--- config.mk ---
export PLATFORM = sky130hd
export DESIGN_NAME = clipped_line_rasterizer
export DESIGN_NICKNAME = d
export VERILOG_FILES = /design/src/hw/rtl/clr_pkg.sv /design/src/hw/rtl/clr_engine.sv /design/src/hw/rtl/clipped_line_rasterizer.sv
export SDC_FILE = /design/constraint.sdc
export NUM_CORES = 1
export LEC_CHECK = 0
export ABC_AREA = 1
export BUFFER_PORTS_ARGS = -buffer_cell sky130_fd_sc_hd__buf_2
export CAP_MARGIN = 20
export CORE_MARGIN = 4
export CORE_UTILIZATION = 30
export DETAILED_ROUTE_END_ITERATION = 8
export SLEW_MARGIN = 15
export SYNTH_ARGS = -nofsm -noshare
export SYNTH_HDL_FRONTEND = slang
export SYNTH_HIERARCHICAL = 1
export SYNTH_SLANG_ARGS = --single-unit
--- constraint.sdc ---
create_clock -name aclk -period 7.5 [get_ports aclk]
set_input_delay 1.125 -clock aclk [delete_from_list [all_inputs] [get_ports aclk]]
set_output_delay 1.125 -clock aclk [all_outputs]
set_load 0.01 [all_outputs]
--- src/hw/rtl/clr_pkg.sv ---
// Shared constants for the clipped line rasterizer.
`default_nettype none

package clr_pkg;

    // Fixed field widths
    localparam int COLOR_BITS  = 16;
    localparam int SCREEN_BITS = 11;
    localparam int CFG_IDX_BITS = 2;

    // Configuration register indexes
    localparam logic [CFG_IDX_BITS-1:0] CFG_SCREEN_WIDTH  = 2'd0;
    localparam logic [CFG_IDX_BITS-1:0] CFG_SCREEN_HEIGHT = 2'd1;

    // Screen size after reset
    localparam logic [SCREEN_BITS-1:0] SCREEN_WIDTH_RST  = 11'd480;
    localparam logic [SCREEN_BITS-1:0] SCREEN_HEIGHT_RST = 11'd320;

    // Command codes
    localparam logic CMD_START = 1'b0;
    localparam logic CMD_STEP  = 1'b1;

endpackage

`default_nettype wire

--- src/hw/rtl/clr_engine.sv ---
// Line setup and per-point Bresenham stepper with on-screen test.
`default_nettype none

module clr_engine #(
    parameter int COORD_BITS = 12
) (
    input  wire logic                              aclk,
    input  wire logic                              aresetn,
    input  wire logic                              in_fire,
    input  wire logic                              in_cmd,
    input  wire logic [COORD_BITS-1:0]             start_x,
    input  wire logic [COORD_BITS-1:0]             start_y,
    input  wire logic [COORD_BITS-1:0]             end_x,
    input  wire logic [COORD_BITS-1:0]             end_y,
    input  wire logic [clr_pkg::COLOR_BITS-1:0]    line_color,
    input  wire logic [clr_pkg::SCREEN_BITS-1:0]   screen_width,
    input  wire logic [clr_pkg::SCREEN_BITS-1:0]   screen_height,
    output logic                                   res_valid,
    output logic [COORD_BITS-1:0]                  res_x,
    output logic [COORD_BITS-1:0]                  res_y,
    output logic [clr_pkg::COLOR_BITS-1:0]         res_color,
    output logic                                   res_on_screen,
    output logic                                   res_last
);
    import clr_pkg::*;

    localparam int LEN_W = COORD_BITS + 1;
    localparam int CMP_W = ((COORD_BITS > SCREEN_BITS) ? COORD_BITS : SCREEN_BITS) + 1;

    // Line state
    logic                    active_reg, active_next;
    logic [COORD_BITS-1:0]   cur_x_reg, cur_x_next;
    logic [COORD_BITS-1:0]   cur_y_reg, cur_y_next;
    logic [COORD_BITS-1:0]   err_reg, err_next;
    logic [COORD_BITS-1:0]   major_reg, major_next;
    logic [COORD_BITS-1:0]   minor_reg, minor_next;
    logic [LEN_W-1:0]        left_reg, left_next;
    logic                    step_x_en_reg, step_x_en_next;
    logic                    step_x_neg_reg, step_x_neg_next;
    logic                    step_y_en_reg, step_y_en_next;
    logic                    major_is_y_reg, major_is_y_next;
    logic [COLOR_BITS-1:0]   color_reg, color_next;

    // Setup datapath
    logic signed [LEN_W-1:0] x1_ext, y1_ext, x2_ext, y2_ext;
    logic signed [LEN_W-1:0] dx, dy, dx_n, dy_n, ax_full;
    logic                    swap;
    logic [COORD_BITS-1:0]   ax, ay;

    // Step datapath
    logic [LEN_W-1:0]        err_sum;
    logic [LEN_W-1:0]        err_sub;
    logic                    minor_step;
    logic [COORD_BITS-1:0]   x_inc, y_inc;
    logic                    x_in, y_in;

    // Order the endpoints so y never decreases, then take extents
    always_comb begin
        x1_ext  = {start_x[COORD_BITS-1], start_x};
        y1_ext  = {start_y[COORD_BITS-1], start_y};
        x2_ext  = {end_x[COORD_BITS-1], end_x};
        y2_ext  = {end_y[COORD_BITS-1], end_y};
        dx      = x2_ext - x1_ext;
        dy      = y2_ext - y1_ext;
        swap    = dy[LEN_W-1] || ((dy == '0) && dx[LEN_W-1]);
        dx_n    = swap ? -dx : dx;
        dy_n    = swap ? -dy : dy;
        ax_full = dx_n[LEN_W-1] ? -dx_n : dx_n;
        ax      = ax_full[COORD_BITS-1:0];
        ay      = dy_n[COORD_BITS-1:0];
    end

    // Error term and per-axis increments for the current point
    always_comb begin
        err_sum    = {1'b0, err_reg} + {1'b0, minor_reg};
        err_sub    = err_sum - {1'b0, major_reg};
        minor_step = (err_sum >= {1'b0, major_reg});
        x_inc      = step_x_en_reg ? (step_x_neg_reg ? '1 : COORD_BITS'(1)) : '0;
        y_inc      = step_y_en_reg ? COORD_BITS'(1) : '0;
    end

    // Next state
    always_comb begin
        active_next     = active_reg;
        cur_x_next      = cur_x_reg;
        cur_y_next      = cur_y_reg;
        err_next        = err_reg;
        major_next      = major_reg;
        minor_next      = minor_reg;
        left_next       = left_reg;
        step_x_en_next  = step_x_en_reg;
        step_x_neg_next = step_x_neg_reg;
        step_y_en_next  = step_y_en_reg;
        major_is_y_next = major_is_y_reg;
        color_next      = color_reg;
        if (in_fire && (in_cmd == CMD_START)) begin
            major_is_y_next = (ax < ay);
            major_next      = (ax < ay) ? ay : ax;
            minor_next      = (ax < ay) ? ax : ay;
            err_next        = ((ax < ay) ? ax : ay) >> 1;
            left_next       = {1'b0, ((ax < ay) ? ay : ax)} + LEN_W'(1);
            cur_x_next      = swap ? end_x : start_x;
            cur_y_next      = swap ? end_y : start_y;
            step_x_en_next  = (dx_n != '0);
            step_x_neg_next = dx_n[LEN_W-1];
            step_y_en_next  = (dy_n != '0);
            color_next      = line_color;
            active_next     = 1'b1;
        end else if (in_fire && active_reg) begin
            if (minor_step) begin
                err_next   = err_sub[COORD_BITS-1:0];
                cur_x_next = cur_x_reg + x_inc;
                cur_y_next = cur_y_reg + y_inc;
            end else begin
                err_next = err_sum[COORD_BITS-1:0];
                if (major_is_y_reg) begin
                    cur_y_next = cur_y_reg + y_inc;
                end else begin
                    cur_x_next = cur_x_reg + x_inc;
                end
            end
            left_next = left_reg - LEN_W'(1);
            if (left_reg == LEN_W'(1)) begin
                active_next = 1'b0;
            end
        end
    end

    // Only the active flag needs reset; the rest is loaded on start
    always_ff @(posedge aclk) begin
        if (!aresetn) begin
            active_reg <= 1'b0;
        end else begin
            active_reg <= active_next;
        end
    end

    always_ff @(posedge aclk) begin
        cur_x_reg      <= cur_x_next;
        cur_y_reg      <= cur_y_next;
        err_reg        <= err_next;
        major_reg      <= major_next;
        minor_reg      <= minor_next;
        left_reg       <= left_next;
        step_x_en_reg  <= step_x_en_next;
        step_x_neg_reg <= step_x_neg_next;
        step_y_en_reg  <= step_y_en_next;
        major_is_y_reg <= major_is_y_next;
        color_reg      <= color_next;
    end

    // Emit the current point on a step
    always_comb begin
        x_in = !cur_x_reg[COORD_BITS-1] &&
               (CMP_W'(cur_x_reg) < CMP_W'(screen_width));
        y_in = !cur_y_reg[COORD_BITS-1] &&
               (CMP_W'(cur_y_reg) < CMP_W'(screen_height));
        res_valid     = in_fire && (in_cmd == CMD_STEP) && active_reg;
        res_x         = cur_x_reg;
        res_y         = cur_y_reg;
        res_color     = color_reg;
        res_on_screen = x_in && y_in;
        res_last      = (left_reg == LEN_W'(1));
    end

endmodule

`default_nettype wire

--- src/hw/rtl/clipped_line_rasterizer.sv ---
// Clipped line rasterizer: stream interface, screen size registers, output skid.
//
// Usage:
//   Input stream s_*: s_tuser is the command (0 start a line, 1 next point);
//   s_tdata carries the endpoints and color, used only by a start command.
//   Output stream m_*: one point per step command while a line is running.
//   m_tdata holds x, y and color; m_tuser flags an on-screen point; m_tlast
//   marks the final point of the line. A step with no line running and every
//   start command produce nothing.
//   Config channel cfg_*: index 0 sets the screen width, index 1 the height;
//   cfg_ready is always high. Write it only while the block is idle.
// Output path and rate:
//   A step accepted at one edge has its point registered at that edge, in
//   the output register or, with the output stalled, the skid register.
//   Steps and points move at one per clock while s_tready and m_tready are high.
// Reset and stall:
//   aresetn low clears the line and both output stages and restores a
//   480 x 320 screen. When m_tready is low, one extra point is held in a
//   skid register and s_tready drops only once that register is full.
`default_nettype none

module clipped_line_rasterizer #(
    parameter int COORD_BITS = 12
) (
    input  wire logic                                        aclk,
    input  wire logic                                        aresetn,
    // tdata: start_x, start_y, end_x, end_y, line_color (low bits first)
    input  wire logic                                        s_tvalid,
    output logic                                             s_tready,
    input  wire logic [((4*COORD_BITS+clr_pkg::COLOR_BITS+7)/8)*8-1:0] s_tdata,
    // tuser: cmd
    input  wire logic                                        s_tuser,
    // tdata: point_x, point_y, point_color (low bits first)
    output logic                                             m_tvalid,
    input  wire logic                                        m_tready,
    output logic [((2*COORD_BITS+clr_pkg::COLOR_BITS+7)/8)*8-1:0] m_tdata,
    // tuser: on_screen
    output logic                                             m_tuser,
    output logic                                             m_tlast,
    input  wire logic                                        cfg_valid,
    output logic                                             cfg_ready,
    input  wire logic [clr_pkg::CFG_IDX_BITS-1:0]            cfg_index,
    input  wire logic [clr_pkg::SCREEN_BITS-1:0]             cfg_data
);
    import clr_pkg::*;

    localparam int PAY_W = 2*COORD_BITS + COLOR_BITS;
    localparam int MD_W  = ((2*COORD_BITS + COLOR_BITS + 7) / 8) * 8;
    localparam int ITEM_W = PAY_W + 2;

    // Screen size registers
    logic [SCREEN_BITS-1:0] width_reg, height_reg;

    always_ff @(posedge aclk) begin
        if (!aresetn) begin
            width_reg  <= SCREEN_WIDTH_RST;
            height_reg <= SCREEN_HEIGHT_RST;
        end else if (cfg_valid && cfg_ready) begin
            if (cfg_index == CFG_SCREEN_WIDTH) begin
                width_reg <= cfg_data;
            end
            if (cfg_index == CFG_SCREEN_HEIGHT) begin
                height_reg <= cfg_data;
            end
        end
    end

    assign cfg_ready = 1'b1;

    // Line engine
    logic                    in_fire;
    logic                    res_valid;
    logic [COORD_BITS-1:0]   res_x, res_y;
    logic [COLOR_BITS-1:0]   res_color;
    logic                    res_on_screen, res_last;

    assign in_fire = s_tvalid && s_tready;

    clr_engine #(
        .COORD_BITS (COORD_BITS)
    ) u_engine (
        .aclk          (aclk),
        .aresetn       (aresetn),
        .in_fire       (in_fire),
        .in_cmd        (s_tuser),
        .start_x       (s_tdata[COORD_BITS-1:0]),
        .start_y       (s_tdata[2*COORD_BITS-1:COORD_BITS]),
        .end_x         (s_tdata[3*COORD_BITS-1:2*COORD_BITS]),
        .end_y         (s_tdata[4*COORD_BITS-1:3*COORD_BITS]),
        .line_color    (s_tdata[4*COORD_BITS+COLOR_BITS-1:4*COORD_BITS]),
        .screen_width  (width_reg),
        .screen_height (height_reg),
        .res_valid     (res_valid),
        .res_x         (res_x),
        .res_y         (res_y),
        .res_color     (res_color),
        .res_on_screen (res_on_screen),
        .res_last      (res_last)
    );

    // Output register plus skid register
    logic [ITEM_W-1:0] res_item;
    logic [ITEM_W-1:0] out_item_reg, skid_item_reg;
    logic              out_valid_reg, skid_valid_reg;
    logic              out_fire;

    assign res_item = {res_last, res_on_screen, res_color, res_y, res_x};
    assign out_fire = out_valid_reg && m_tready;
    assign s_tready = !skid_valid_reg;

    always_ff @(posedge aclk) begin
        if (!aresetn) begin
            out_valid_reg  <= 1'b0;
            skid_valid_reg <= 1'b0;
        end else if (skid_valid_reg) begin
            if (out_fire) begin
                out_valid_reg  <= 1'b1;
                skid_valid_reg <= 1'b0;
            end
        end else if (res_valid) begin
            if (!out_valid_reg || out_fire) begin
                out_valid_reg <= 1'b1;
            end else begin
                skid_valid_reg <= 1'b1;
            end
        end else if (out_fire) begin
            out_valid_reg <= 1'b0;
        end
    end

    // Payload moves without reset
    always_ff @(posedge aclk) begin
        if (skid_valid_reg) begin
            if (out_fire) begin
                out_item_reg <= skid_item_reg;
            end
        end else if (res_valid) begin
            if (!out_valid_reg || out_fire) begin
                out_item_reg <= res_item;
            end else begin
                skid_item_reg <= res_item;
            end
        end
    end

    assign m_tvalid = out_valid_reg;
    assign m_tdata  = MD_W'(out_item_reg[PAY_W-1:0]);
    assign m_tuser  = out_item_reg[PAY_W];
    assign m_tlast  = out_item_reg[PAY_W+1];

    // A held skid point always has a point ahead of it in the output register
    a_skid_behind_out: assert property (@(posedge aclk) disable iff (!aresetn)
        skid_valid_reg |-> out_valid_reg)
        else $error("skid register full while output register empty");

    // The skid register fills when a point arrives while the output is stalled
    a_skid_fill_on_stall: assert property (@(posedge aclk) disable iff (!aresetn)
        (!skid_valid_reg && res_valid && out_valid_reg && !m_tready) |=> skid_valid_reg)
        else $error("stalled point not captured in skid register");

    // A drained output with nothing behind it goes empty
    a_out_drains: assert property (@(posedge aclk) disable iff (!aresetn)
        (out_fire && !skid_valid_reg && !res_valid) |=> !out_valid_reg)
        else $error("output register repeated a point");

endmodule

`default_nettype wire
# Word-level counts from Yosys, hierarchy flattened
# Index checks and enable logic that the tools add are counted.
# totals
regBits	202
out_inout_bits	45
word_cells	115
inputBits	83
# op_classes
addsub	11
bitwise_logic	3
order_cmp	4
muxes	39
n_eq_ne	5
reduce_logical	34
# op_table
op	n
12-bit 2-to-1 mux	16
42-bit 2-to-1 mux	4
13-bit 2-to-1 mux	4
13-bit negation	2
13-bit nonzero test	2
12-bit by 12-bit subtractor with 13-bit output	2
12-bit adder	2
12-bit by 11-bit less-than comparator with 1-bit output	2
11-bit 2-to-1 mux	2
12-bit by 1-bit adder with 13-bit output, second input constant	1
12-bit by 12-bit adder with 13-bit output	1
13-bit by 1-bit equality test with 1-bit output, second input constant	1
13-bit by 12-bit >= comparator with 1-bit output	1
13-bit logical NOT	1
1-bit 2-to-1 mux	13
13-bit by 1-bit subtractor with 13-bit output, second input constant	1
12-bit less-than comparator	1
12-bit negation	1
12-bit subtractor	1
1-bit logical AND	10
2-bit AND reduction	5
2-bit nonzero test	5
3-bit AND reduction	3
1-bit logical NOT	4
other kinds (8)	11

# Logic depth before layout (Yosys ltp)
# logic_depth
ltp_word	11
depth_mapped	45
ltp_nobuf	43

# Hierarchy
# The synthesis kept the hierarchy.
# modules_own_cells
module	cells_each	n_inst	seq_area_each_um2	area_each_um2
clr_engine	1344	1	2802.7	9545.4
clipped_line_rasterizer	368	1	3002.9	4080.2

# Worst setup path before layout
# OpenSTA, ideal clock, no wires.
# synth_path
path_kind	in2reg
from	input port s_tdata[36] (netlist name)
to	register u_engine.left_reg[10] (data pin)
n_path_buf	3
t_arrival_ns	5.634
setup_time_ns	0.262
t_required_ns	7.238
setup_slack_ns	1.605
stages	36
path_cell_list	inv_1 > ha_1 > fa_1 > ha_1 > inv_1 > nor2_1 > nand3_2 > nor2_4 > nand3_2 > nor2_2 > nand2_4 > nand2_4 > buf_6 > buf_6 > nand2_2 > xor2_2 > nand3_1 > nor2_1 > nor2_1 > or2_1 > nand2_1 > ha_1 > a21oi_1 > o21ai_0 > a21oi_1 > nand2_1 > buf_2 > o21ai_0 > ha_1 > nand2_2 > nor2_4 > inv_1 > nor2_1 > nand3_1 > nand3_1 > nand2_1
# synth_between
elab_chain_len	11
word_cells_on_any_way	13
classes_between	add/sub: 4; order compare: 1; mux: 5; reduce/logical: 3
# synth_lines
item	line	rtl
start: declaration	clipped_line_rasterizer.sv:30	input wire logic [((4*COORD_BITS+clr_pkg::COLOR_BITS+7)/8)*8-1:0] s_tdata,
12-bit by 12-bit subtractor with 13-bit output (*)	clr_engine.sv:64	dy = y2_ext - y1_ext;
13-bit logical NOT	clr_engine.sv:65	swap = dy[LEN_W-1] || ((dy == '0) && dx[LEN_W-1]);
1-bit logical AND	clr_engine.sv:65	
1-bit logical OR	clr_engine.sv:65	
13-bit 2-to-1 mux	clr_engine.sv:66	dx_n = swap ? -dx : dx;
12-bit negation	clr_engine.sv:68	ax_full = dx_n[LEN_W-1] ? -dx_n : dx_n;
12-bit 2-to-1 mux	clr_engine.sv:68	
12-bit less-than comparator	clr_engine.sv:101	left_next = {1'b0, ((ax < ay) ? ay : ax)} + LEN_W'(1);
12-bit 2-to-1 mux (*)	clr_engine.sv:101	
12-bit by 1-bit adder with 13-bit output (*)	clr_engine.sv:101	
13-bit 2-to-1 mux (*)	clr_engine.sv:96	if (in_fire && (in_cmd == CMD_START)) begin
via u_engine.left_next[10]	clr_engine.sv:37	logic [LEN_W-1:0] left_reg, left_next;
end signal: assignment	clr_engine.sv:144	left_reg <= left_next;
end: declaration	clr_engine.sv:37	
# Mark *: on every way through the listed nets, which the timed path passes. The rest lies on a longest branch.
# A chain may end at the register's enable or synchronous reset.

# Worst setup path after layout
# layout_path
from	input port s_tdata[12] (netlist name)
to	register u_engine.left_reg[9] (data pin)
# The elaborated chain is that of the path after synthesis.

==> run metrics <==
Setup Skew=19.2 ps; Worst-Margin Slew=987 ps; leading area contributor after synthesis=edfxtp_1; std cell rows=77; most area-consuming cells after synthesis=edfxtp_1 (39%), nand2_1 (13%), ha_1 (9.1%); gr ovfl total=0; Nets=2016; Synth top cells by count=nand2_1 (490), inv_1 (252), edfxtp_1 (176), nor2_1 (137), nand3_1 (115); Synth top area share=between 30% and 40%; Cells after Synth=1712; Top FF cell, synth=edfxtp_1; highest-delay cell along the critical path=fa_1; PwrDens=343 nW/um^2; Ys Warns=6; DRT Pass-1 Iters=5; Syn Area/Cell=around 8.0 sq um; Fin Setup TNS=0 ps; critical path arrival=~6500 ps; Final Hold Vio Count=0; PostCTS Resize Cnt=0; status=finished clean; hold-fix buffer count after cts=0; Port Buffers=126; Total Wirelength=36900 um; number of synthesized register bits=202; Die Wd=~220 um; slowest stage delay, CP=570 ps; IO Pins=around 130; CP max FO=31; CTS tree=done; Min-Delay Path Class=register to register; initial core utilization=a little under a third; Post-CTS Setup Inserts=0; number of global-route vias before repair=roughly 11000; Placer Congestion=0.876; Startpoint Class=input port; Die Ht=about 220 um; leakage power=7.27 nW; initial antenna violation count=4; root buffer selected by CTS=clkbuf_16; H-tree lvl count=1; Worst EP required=7710 ps; critical path class=input port to register; fmax=158 MHz; Core Region=44500 sq um; Rel. slew slack=34.2%; Clk pin slew, worst setup/hold paths=60 ps; Post-synth EDFFs=176; die area=48900 sq um; final hold slack=446 ps; Skew-Pair Late Insertion Delay=510 ps; CTS Buf Count=22; DRT iter0 DRCs=777; global-route wire length before repair=between 50000 and 60000 um; Post-Syn Nets=1899; Synth Cell Area=13600 sq um; largest net degree at the start of global routing=82; DR vias/cell=4.71; Seq/Total Area, Yosys=42.6%; clk buf depth=3; detailed-route wire length per cell=approximately 15 um; DRT antenna net count=0; DR DRC count=0; MaxCap Viol Count=0; Final Setup Violations=0; GRT Total Usage=14.6%; Vias=11500; RSZ-0062 raised after global routing=false; CP endpoint kind=register; Post-DP HPWL=28300 um; Max VDD drop=196 uV; period utilization=between 80% and 90%; Tmin final=6320 ps; post-synth cell types=49; area delta synth->final=14.6%; Filler cells=4641; most common cell in the netlist=nand2_1; share of layout cells above drive strength 1=11.9%; fin. max-slew vios=0; clk sink count=202; FFs w/ async S/R, synth=0%
==> worst max-delay path: cells and delay by family <==
kind,cells,cell delay [ps]
simple gates,21,2530
fa+ha+maj,4,1260
compound gates,6,1090
buf+inv,3,530
==> metal layers <==
layer | vias to the layer above | part of all wire (%) | track usage, %
met5 | - | 0.057 | 0
met4 | 4 | 2.2 | 3.44
met3 | 52 | 5.5 | 1.96
met2 | 266 | 47 | 25.4
met1 | 5325 | 46 | 19.5
li1 | 5830 | - | -
==> placed cells by master (no fill, tap or decap), types with 3 or more instances in the layout <==
cell type    n
nand3b_1     3
nand4_1     23
bufinv_16    4
clkbuf_16   23
nor2_1     134
buf_2      126
buf_4       11
nor3_1      15
o2bb2ai_1    4
fa_1         5
o22ai_1     11
inv_1      252
o211ai_1     3
and2_1       5
xnor2_1     16
nand3_1    115
o31ai_1      5
a21oi_1     60
nor2_2       3
ha_1        99
dfxtp_1     25
o21bai_1     6
nand3_2      7
xor2_1      41
o21ai_1     11
nand2_2     17
a21boi_0     3
nand2_1    490
clkinv_1     3
clkbuf_1     5
o21ai_0    101
edfxtp_1   176
inv_2        6
a31oi_1      5
nor2_4       7
==> power by group <==
part | internal [mW] | switching, mW
combinational | 0.927 | 1.68
clock | 0.698 | 0.446
sequential | 1.50 | 0.104
total | 3.13 | 2.23
==> layout make-up <==
cell class              instances  area (sq um)  area share, %
diodes                          1          2.50         0.0160
clock buffers                  28           594           3.81
clock inverters                10           156           1.00
inverters                     259           972           6.23
multi-input cells            1207          6630           42.4
flip-flops and latches        202          5810           37.2
well taps                     592           741           4.74
repair buffers                137           713           4.57
==> cells by family after synthesis <==
group	Yosys count	share of synthesized area [%]
AND/OR/NAND/NOR	825	25.6
flip-flops	202	42.6
AO/OA/AOI/OAI	217	8.90
adder cells (fa/ha/maj)	104	9.83
XOR/XNOR	60	4.10
buffers and inverters	303	8.93
other	1	0.0275
==> through the flow <==
step	cells	cell area, sq um	power, mW	worst slack [ps]	utilization, %
floorplan	1712	13600	3.57	1600	-
global placement	2397	14900	4.15	886	33.4
detailed placement	2397	14900	4.22	713	33.4
CTS	2435	15600	5.38	1240	35.1
global route	2436	15600	5.83	514	35.1
finish	2436	15600	5.36	1180	35.1
==> path summary, 6_finish.rpt <==
path,from,endpoint,slack (ps),depth (start not counted)
worst max-delay path,s_tdata[12],u_engine/left_reg[9],1180,34
worst min-delay path,u_engine/res_color[2],skid_item_reg[26],450,0
worst max register to register,u_engine/err_reg[0],u_engine/res_x[6],2750,20
worst min register to register,u_engine/res_color[2],skid_item_reg[26],450,0
Power figures use the tool's default switching activity.
